===== config.mk =====
export PLATFORM = sky130hd
export DESIGN_NAME = source_table_with_aging_core
export DESIGN_NICKNAME = d
export VERILOG_FILES = /design/src/rtl/stawa_pkg.sv /design/src/rtl/stawa_ram.sv /design/src/rtl/source_table_with_aging_core.sv
export SDC_FILE = /design/constraint.sdc
export NUM_CORES = 2
export LEC_CHECK = 0
export ABC_CLOCK_PERIOD_IN_PS = 8300
export BUFFER_PORTS_ARGS = -buffer_cell sky130_fd_sc_hd__clkbuf_2
export CAP_MARGIN = 20
export CORE_MARGIN = 1.5
export CORE_UTILIZATION = 60
export DETAILED_ROUTE_END_ITERATION = 8
export PLACE_DENSITY = 0.77
export SETUP_SLACK_MARGIN = 0.2
export SYNTH_ARGS = -nofsm -noshare
export SYNTH_HDL_FRONTEND = slang
export SYNTH_SLANG_ARGS = --single-unit

===== constraint.sdc =====
create_clock -name i_clk -period 8.3 [get_ports i_clk]
set_clock_uncertainty 0.05 [all_clocks]
set_input_delay 0.415 -clock i_clk [delete_from_list [all_inputs] [get_ports i_clk]]
set_output_delay 0.415 -clock i_clk [all_outputs]
set_load 0.01 [all_outputs]

===== src/rtl/stawa_pkg.sv =====
`timescale 1ns / 1ps
// ----------------------------------------------------------------------------
// stawa_pkg
// shared codes and entry layout for the source table with aging
// ----------------------------------------------------------------------------
package stawa_pkg;

    // operation codes of an input word
    localparam logic [1:0] OP_BEACON = 2'd0;
    localparam logic [1:0] OP_TICK   = 2'd1;
    localparam logic [1:0] OP_PRUNE  = 2'd2;

    // status codes of a result word
    localparam logic [2:0] ST_REFRESHED = 3'd0;
    localparam logic [2:0] ST_INSERTED  = 3'd1;
    localparam logic [2:0] ST_DROPPED   = 3'd2;
    localparam logic [2:0] ST_TICK      = 3'd3;
    localparam logic [2:0] ST_PRUNE     = 3'd4;

    localparam logic [31:0] MAX_AGE_RESET = 32'd60;

    // one table row as kept in the entry ram
    typedef struct packed {
        logic [31:0] address;
        logic [15:0] port;
        logic [31:0] last_seen;
    } t_entry;

    localparam int ENTRY_W = $bits(t_entry);

endpackage


===== src/rtl/stawa_ram.sv =====
`timescale 1ns / 1ps
// ----------------------------------------------------------------------------
// stawa_ram
// generic simple dual-port ram, one write and one registered read port
// ----------------------------------------------------------------------------
module stawa_ram #(
    parameter int WIDTH = 80,
    parameter int DEPTH = 16
) (
    input  logic                     i_clk,
    input  logic                     i_we,
    input  logic [$clog2(DEPTH)-1:0] i_waddr,
    input  logic [WIDTH-1:0]         i_wdata,
    input  logic [$clog2(DEPTH)-1:0] i_raddr,
    output logic [WIDTH-1:0]         o_rdata
);

    logic [WIDTH-1:0] r_mem [DEPTH];
    logic [WIDTH-1:0] r_rdata;

    always_ff @(posedge i_clk) begin
        if (i_we) begin
            r_mem[i_waddr] <= i_wdata;
        end
        r_rdata <= r_mem[i_raddr];
    end

    assign o_rdata = r_rdata;

endmodule


===== src/rtl/source_table_with_aging_core.sv =====
`timescale 1ns / 1ps
// ----------------------------------------------------------------------------
// source_table_with_aging_core
// learning table of beacon sources with a seconds counter and age pruning
// ----------------------------------------------------------------------------
//
//  channel   direction  handshake                      payload
//  -------   ---------  -----------------------------  ------------------------------------
//  in        input      i_in_valid / o_in_ready        i_operation, i_source_address,
//                                                      i_source_port
//  out       output     o_out_valid / i_out_ready      o_status, o_removed_count,
//                                                      o_entries_in_use
//  cfg       input      i_cfg_we (no wait)             i_cfg_wdata (maximum age)
//
//  a tick or an unused code passes from accept through S_DONE into the output register
//  a beacon or prune walks the entry ram one row per cycle through one compare /
//  age-subtract unit; a refresh ends at the match
//  the result sits in an output register; the next word is taken while it waits
//  reset (synchronous, active low) clears valid bits and counters, sets max age to MAX_AGE_RESET
//  entry payloads live in ram without reset and are only read behind a valid bit
// ----------------------------------------------------------------------------
module source_table_with_aging_core #(
    parameter int TABLE_ENTRIES = 16
) (
    input  logic        i_clk,
    input  logic        i_rst_n,
    // input words
    input  logic        i_in_valid,
    output logic        o_in_ready,
    input  logic [1:0]  i_operation,
    input  logic [31:0] i_source_address,
    input  logic [15:0] i_source_port,
    // result words
    output logic        o_out_valid,
    input  logic        i_out_ready,
    output logic [2:0]  o_status,
    output logic [4:0]  o_removed_count,
    output logic [4:0]  o_entries_in_use,
    // maximum age register
    input  logic        i_cfg_we,
    input  logic [31:0] i_cfg_wdata
);

    localparam int IW = $clog2(TABLE_ENTRIES);
    localparam int CW = $clog2(TABLE_ENTRIES + 1);
    localparam logic [IW-1:0] LAST_IDX = IW'(TABLE_ENTRIES - 1);
    localparam logic [CW-1:0] COUNT_MAX = CW'(TABLE_ENTRIES);

    // sequencer states
    localparam logic [1:0] S_IDLE = 2'd0;
    localparam logic [1:0] S_SCAN = 2'd1;
    localparam logic [1:0] S_DONE = 2'd2;

    // control state
    logic [1:0]               r_state, n_state;
    logic [TABLE_ENTRIES-1:0] r_valid, n_valid;
    logic [CW-1:0]            r_count, n_count;
    logic [31:0]              r_seconds, n_seconds;
    logic [31:0]              r_max_age;
    logic [IW-1:0]            r_idx, n_idx;
    logic                     r_issued_all, n_issued_all;
    logic                     r_pend, n_pend;
    logic [IW-1:0]            r_pend_idx, n_pend_idx;
    logic                     r_free_found, n_free_found;
    logic [IW-1:0]            r_free_idx, n_free_idx;
    logic [CW-1:0]            r_removed, n_removed;
    logic [2:0]               r_res_status, n_res_status;
    logic                     r_o_valid, n_o_valid;

    // latched input word
    logic [1:0]               r_op, n_op;
    logic [31:0]              r_addr, n_addr;
    logic [15:0]              r_port, n_port;

    // output payload
    logic [2:0]               r_o_status, n_o_status;
    logic [4:0]               r_o_removed, n_o_removed;
    logic [4:0]               r_o_count, n_o_count;

    // entry ram access
    logic                     ram_we;
    logic [IW-1:0]            ram_waddr;
    stawa_pkg::t_entry        ram_wentry;
    logic [stawa_pkg::ENTRY_W-1:0] ram_rdata;
    stawa_pkg::t_entry        rd_entry;

    // shared compare unit
    logic                     pend_valid;
    logic                     hit;
    logic [31:0]              age;
    logic                     expired;
    logic                     is_last;
    logic                     free_have;
    logic [IW-1:0]            free_slot;

    logic                     in_accept;
    logic                     out_free;
    logic [CW+4:0]            count_ext;
    logic [CW+4:0]            removed_ext;

    stawa_ram #(
        .WIDTH (stawa_pkg::ENTRY_W),
        .DEPTH (TABLE_ENTRIES)
    ) u_entry_ram (
        .i_clk   (i_clk),
        .i_we    (ram_we),
        .i_waddr (ram_waddr),
        .i_wdata (ram_wentry),
        .i_raddr (r_idx),
        .o_rdata (ram_rdata)
    );

    assign rd_entry = stawa_pkg::t_entry'(ram_rdata);

    assign o_in_ready = (r_state == S_IDLE);
    assign in_accept  = i_in_valid && o_in_ready;
    assign out_free   = !r_o_valid || i_out_ready;

    // compare / age unit on the row read last cycle
    assign pend_valid = r_valid[r_pend_idx];
    assign hit        = (rd_entry.address == r_addr) && (rd_entry.port == r_port);
    assign age        = r_seconds - rd_entry.last_seen;
    assign expired    = age > r_max_age;
    assign is_last    = (r_pend_idx == LAST_IDX);
    assign free_have  = r_free_found || !pend_valid;
    assign free_slot  = r_free_found ? r_free_idx : r_pend_idx;

    assign count_ext   = {5'd0, r_count};
    assign removed_ext = {5'd0, r_removed};

    always_comb begin
        n_state      = r_state;
        n_valid      = r_valid;
        n_count      = r_count;
        n_seconds    = r_seconds;
        n_idx        = r_idx;
        n_issued_all = r_issued_all;
        n_pend       = 1'b0;
        n_pend_idx   = r_pend_idx;
        n_free_found = r_free_found;
        n_free_idx   = r_free_idx;
        n_removed    = r_removed;
        n_res_status = r_res_status;
        n_op         = r_op;
        n_addr       = r_addr;
        n_port       = r_port;
        n_o_valid    = r_o_valid && !i_out_ready;
        n_o_status   = r_o_status;
        n_o_removed  = r_o_removed;
        n_o_count    = r_o_count;

        ram_we             = 1'b0;
        ram_waddr          = r_pend_idx;
        ram_wentry.address = r_addr;
        ram_wentry.port    = r_port;
        ram_wentry.last_seen = r_seconds;

        case (r_state)
            S_IDLE: begin
                if (in_accept) begin
                    n_op         = i_operation;
                    n_addr       = i_source_address;
                    n_port       = i_source_port;
                    n_idx        = '0;
                    n_issued_all = 1'b0;
                    n_free_found = 1'b0;
                    n_removed    = '0;
                    case (i_operation)
                        stawa_pkg::OP_BEACON,
                        stawa_pkg::OP_PRUNE: begin
                            n_state = S_SCAN;
                        end
                        stawa_pkg::OP_TICK: begin
                            n_seconds    = r_seconds + 32'd1;
                            n_res_status = stawa_pkg::ST_TICK;
                            n_state      = S_DONE;
                        end
                        default: begin
                            // unused code: table and seconds stay as they are, result carries tick status
                            n_res_status = stawa_pkg::ST_TICK;
                            n_state      = S_DONE;
                        end
                    endcase
                end
            end

            S_SCAN: begin
                // issue the next row read
                if (!r_issued_all) begin
                    n_pend     = 1'b1;
                    n_pend_idx = r_idx;
                    if (r_idx == LAST_IDX) begin
                        n_issued_all = 1'b1;
                    end else begin
                        n_idx = r_idx + 1'b1;
                    end
                end

                // check the row that came back
                if (r_pend) begin
                    if (r_op == stawa_pkg::OP_BEACON) begin
                        if (pend_valid && hit) begin
                            ram_we       = 1'b1;
                            ram_waddr    = r_pend_idx;
                            n_res_status = stawa_pkg::ST_REFRESHED;
                            n_state      = S_DONE;
                        end else begin
                            if (!r_free_found && !pend_valid) begin
                                n_free_found = 1'b1;
                                n_free_idx   = r_pend_idx;
                            end
                            if (is_last) begin
                                n_state = S_DONE;
                                if (free_have) begin
                                    ram_we             = 1'b1;
                                    ram_waddr          = free_slot;
                                    n_valid[free_slot] = 1'b1;
                                    n_count            = r_count + 1'b1;
                                    n_res_status       = stawa_pkg::ST_INSERTED;
                                end else begin
                                    n_res_status = stawa_pkg::ST_DROPPED;
                                end
                            end
                        end
                    end else begin
                        if (pend_valid && expired) begin
                            n_valid[r_pend_idx] = 1'b0;
                            n_count             = r_count - 1'b1;
                            n_removed           = r_removed + 1'b1;
                        end
                        if (is_last) begin
                            n_res_status = stawa_pkg::ST_PRUNE;
                            n_state      = S_DONE;
                        end
                    end
                end
            end

            S_DONE: begin
                // hand the result to the output register once it is free
                if (out_free) begin
                    n_o_valid   = 1'b1;
                    n_o_status  = r_res_status;
                    n_o_removed = (r_res_status == stawa_pkg::ST_PRUNE) ? removed_ext[4:0]
                                                                        : 5'd0;
                    n_o_count   = count_ext[4:0];
                    n_state     = S_IDLE;
                end
            end

            default: begin
                n_state = S_IDLE;
            end
        endcase
    end

    always_ff @(posedge i_clk) begin
        if (!i_rst_n) begin
            r_state      <= S_IDLE;
            r_valid      <= '0;
            r_count      <= '0;
            r_seconds    <= '0;
            r_max_age    <= stawa_pkg::MAX_AGE_RESET;
            r_idx        <= '0;
            r_issued_all <= 1'b0;
            r_pend       <= 1'b0;
            r_free_found <= 1'b0;
            r_removed    <= '0;
            r_o_valid    <= 1'b0;
        end else begin
            r_state      <= n_state;
            r_valid      <= n_valid;
            r_count      <= n_count;
            r_seconds    <= n_seconds;
            r_idx        <= n_idx;
            r_issued_all <= n_issued_all;
            r_pend       <= n_pend;
            r_free_found <= n_free_found;
            r_removed    <= n_removed;
            r_o_valid    <= n_o_valid;
            if (i_cfg_we) begin
                r_max_age <= i_cfg_wdata;
            end
        end
    end

    // payload registers, no reset
    always_ff @(posedge i_clk) begin
        r_pend_idx   <= n_pend_idx;
        r_free_idx   <= n_free_idx;
        r_res_status <= n_res_status;
        r_op         <= n_op;
        r_addr       <= n_addr;
        r_port       <= n_port;
        r_o_status   <= n_o_status;
        r_o_removed  <= n_o_removed;
        r_o_count    <= n_o_count;
    end

    assign o_out_valid      = r_o_valid;
    assign o_status         = r_o_status;
    assign o_removed_count  = r_o_removed;
    assign o_entries_in_use = r_o_count;

    // occupancy counter tracks the valid bits
    a_count_matches: assert property (@(posedge i_clk) disable iff (!i_rst_n)
        r_count == CW'($countones(r_valid)))
        else $error("entry count differs from valid bits");

    a_count_bound: assert property (@(posedge i_clk) disable iff (!i_rst_n)
        r_count <= COUNT_MAX)
        else $error("entry count beyond table size");

    // a tick word advances the seconds counter by one
    a_tick_advance: assert property (@(posedge i_clk) disable iff (!i_rst_n)
        in_accept && (i_operation == stawa_pkg::OP_TICK)
        |=> r_seconds == $past(r_seconds) + 32'd1)
        else $error("tick did not advance seconds");

    // only prune results carry a removal count
    a_removed_prune_only: assert property (@(posedge i_clk) disable iff (!i_rst_n)
        o_out_valid && (o_status != stawa_pkg::ST_PRUNE) |-> o_removed_count == 5'd0)
        else $error("removal count on non-prune result");

    // the table is never written outside a scan
    a_write_in_scan: assert property (@(posedge i_clk) disable iff (!i_rst_n)
        ram_we |-> (r_state == S_SCAN) && r_pend)
        else $error("entry ram written outside scan");

endmodule

==> results by group <==
Run status
  • Status: finished, final reports clean

STA
  • Setup TNS: 0 ns
  • RSZ-0062 raised after global routing: false
  • Final Max Slew Viols: 0
  • Finish-stage setup viols: 0
  • Final period utilization: about four fifths
  • Fin Hold WS: around 0.13 ns
  • Final WS setup: around 1.7 ns
  • Final Hold Vio Count: 0
  • Worst-Margin Slew: 1.12 ns
  • Max Fclk: between 150 and 200 MHz
  • Slew Limit Headroom: roughly 26%
  • Final min period: 6.61 ns

Pwr
  • Max VDD drop: around 0.19 mV
  • Leak Pwr: around 23 nW
  • Pwr/cell area: 243 nW/um2
  • Pwr Total: roughly 16 mW

Worst setup path
  • Arr. time, crit path: roughly 7 ns
  • Most used cell, CP: a21oi_1
  • CP cell instances: inv_1 > ha_1 > inv_1 > fa_1 > a211oi_1 > o21bai_1 > a21oi_1 > o41a_1 > o311ai_0 > nand3_1 > a32oi_1 > a21oi_1 > xnor2_1 > ha_1 > nand3_1 > nor3_1 > and2_0 > o211ai_1 > a21oi_1 > nand2_1 > o311ai_0 > o21ai_0
  • Highest-delay cell along the critical path: a21oi_1
  • Worst r2r path cells: 22
  • Setup crit start kind: register
  • RR Endpoint: r_valid[0]
  • Setup CP Type: reg -> reg
  • Reg2Reg Setup Slack: between 1.5 and 2 ns
  • Required time of the critical path: slightly below 9 ns
  • CP peak stage delay: about 0.83 ns
  • Max FO, Critical Path: 21
  • R2R Path Start: r_seconds[0]
  • Crit. End Element: register

Cells and area
  • Commonest non-fill, non-tap cell in the layout: edfxtp_1
  • Register Area: approximately 44000 um2
  • Area of the multi-input gates: about 14000 um2
  • Fin util: slightly below 70%
  • Filler cells: between 5000 and 6000
  • Finished Cell Area: roughly 67000 um2
  • Fraction of layout instances using a drive strength above 1: between 20 and 25%
  • Final net count: between 3000 and 4000
  • Commonest non-fill, non-tap cells in the layout: edfxtp_1 (1354), mux4_2 (401), dfxtp_1 (176), clkbuf_16 (150), nor2_1 (102)
  • Area delta synth->final: 13.8%
  • Fin cells: 4547

Die
  • Row count: around 120
  • Die Y: 317 um
  • Starting density of the core: about three fifths
  • Num ports: roughly 100
  • Die Area: ~100000 um2
  • Core area: 98100 um2
  • Die width: 317 um

Route
  • Routed Antenna Nets: 0
  • DR WL/cell: about 29 um
  • Via count: 29400
  • DRC errors left: 0
  • Iter 0 DRT Violations: approximately 3500
  • Drt via density: roughly 6.5
  • DR pass1 iterations: 7
  • Total detailed-routing wirelength: approximately 130 mm

Global routing
  • GR Overflow Total: 0
  • GRT Total Usage: 26.5%
  • First-pass GRT wire length: between 150 and 200 mm
  • Vias in the first global route: roughly 30000
  • Pin count of the biggest net entering global routing: 117
  • Initial antenna violation count: 3

Logic synthesis
  • Async set-reset flop share out of synthesis: 0%
  • Synthesized netlist cell count: 2874
  • Avg Cell Area, Syn: ~21 um2
  • Unique masters post-synth: 69
  • Synthesized area: ~60000 um2
  • Ys Warns: 0
  • Sequential share of the synthesized area: between 70% and 80%
  • Synthesized flop and latch total: roughly 1500
  • Ys flop type: edfxtp_1
  • Number of enable flip-flop cells after synthesis: between 1000 and 1500
  • Syn Nets: 3032

Placement
  • Port bufs: approximately 100
  • Post-Place Setup Slack: approximately 1.8 ns
  • Cell count after placement: 4182
  • RD Place Congestion: 0.843
  • Placed Area: between 60000 and 70000 um2
  • Post-DP HPWL: between 60 and 70 mm

Clock network
  • Clock latency on the worst-skew pair: just under 0.8 ns
  • Hold buffer count at CTS: 83
  • Clock Root Buffer: clkbuf_16
  • CTS max path bufs: 3
  • Reg clk slew, reported paths: around 0.06 ns
  • Clock sinks: 1534
  • H-tree depth: 4
  • Postcts setup bufs: 0
  • CTS tree: built
  • Post-cts sizing count: 0
  • CTS Buf Count: about 150

Min path
  • Worst Hold End: r_max_age[2]
  • Hold path start: i_rst_n
  • HP Class: in -> reg
  • Hold path depth: 2

Flow run
  • Max Cap Viol: 0
==> cell usage after synthesis, types with 3 or more instances <==
library cell	count	area share, %
o211ai_1	15	0.19
o22ai_1	3	0.032
o21ai_1	3	0.025
a211oi_1	6	0.076
nor2b_1	9	0.095
or3_1	15	0.16
nand2_1	63	0.40
a21o_1	25	0.32
mux4_1	4	0.18
buf_6	3	0.057
o31ai_1	3	0.038
a31oi_1	5	0.053
a21oi_1	53	0.45
xor2_1	32	0.47
xnor2_1	75	1.1
ha_1	69	1.5
nor2_1	118	0.75
nand2b_1	14	0.15
nand3b_1	7	0.089
nor3_1	10	0.084
o311ai_0	6	0.089
buf_1	33	0.21
and2_1	12	0.13
o21ai_0	43	0.36
nand4_1	26	0.27
dfxtp_1	180	6.1
inv_1	82	0.52
mux2i_1	33	0.56
nor4_1	6	0.063
edfxtp_1	1354	69
clkbuf_1	77	0.49
o21bai_1	4	0.051
and3_1	9	0.095
nand3_1	31	0.26
mux4_2	401	15
==> sequential cells by signal, indices dropped and copies added, names as in the netlist, 16 cells and up <==
signal and count:
r_max_age 32, u_entry_ram.o_rdata 80, r_seconds 32, r_valid 16, r_port 16, r_addr 32
u_entry_ram.r_mem 1280
==> per-layer routing <==
layer / wire length (um) / vias to the layer above / track usage (%)
met3: 9850 / 259 / 4.23
met4: 3530 / 2 / 8.56
met2: 66100 / 1521 / 43.7
met5: 11 / - / 0
met1: 51900 / 15400 / 36.8
li1: - / 12300 / -
==> worst max-delay path, delay by kind of cell (launching register included) <==
family,cells,cell delay (ns)
AO/OA/AOI/OAI,11,3.56
AND/OR/NAND/NOR,5,1.00
adder cells (fa/ha/maj),3,0.77
flip-flops,1,0.73
buffers and inverters,2,0.17
XOR/XNOR,1,0.14
==> where the power goes <==
part           internal (mW)  leakage [nW]  switching (mW)
Clock                   3.88          2.41            2.92
Sequential              8.52          15.0           0.178
Combinational          0.450          5.39           0.442
==> final cells by class <==
class                           instances  area share [%]
Clock buffer                          202            5.99
Clock inverter                         76            1.41
Timing Repair Buffer                  224            2.83
Sequential cell                      1534            65.7
Antenna cell                            1         0.00371
Tap cell                             1287            2.39
Inverter                               82           0.457
Multi-Input combinational cell       1141            21.2
==> how the worst max path moves through the flow <==
stage	from	endpoint	slack [ns]	depth (start not counted)
2_1_floorplan	r_pend_idx[0]	u_entry_ram.r_mem[10][0]	2.00	10
3_3_place_gp	r_seconds[0]	r_removed[3]	2.03	22
3_5_place_dp	r_seconds[0]	r_valid[0]	1.82	22
4_1_cts	r_seconds[0]	r_valid[0]	1.77	22
5_1_grt	r_seconds[0]	r_valid[0]	1.22	23
6_report	r_seconds[0]	r_valid[0]	1.69	22
==> cell families after synthesis <==
logic type / share of synthesized area (%)
AOI/OAI and AO/OA: 2.04
xor gates and xnor gates: 1.58
adders and majority gates: 1.53
buffers and inverters: 1.32
DFF: 74.7
muxes: 16.0
and+or+nand+nor: 2.79
(Power assumes the default switching activity.)
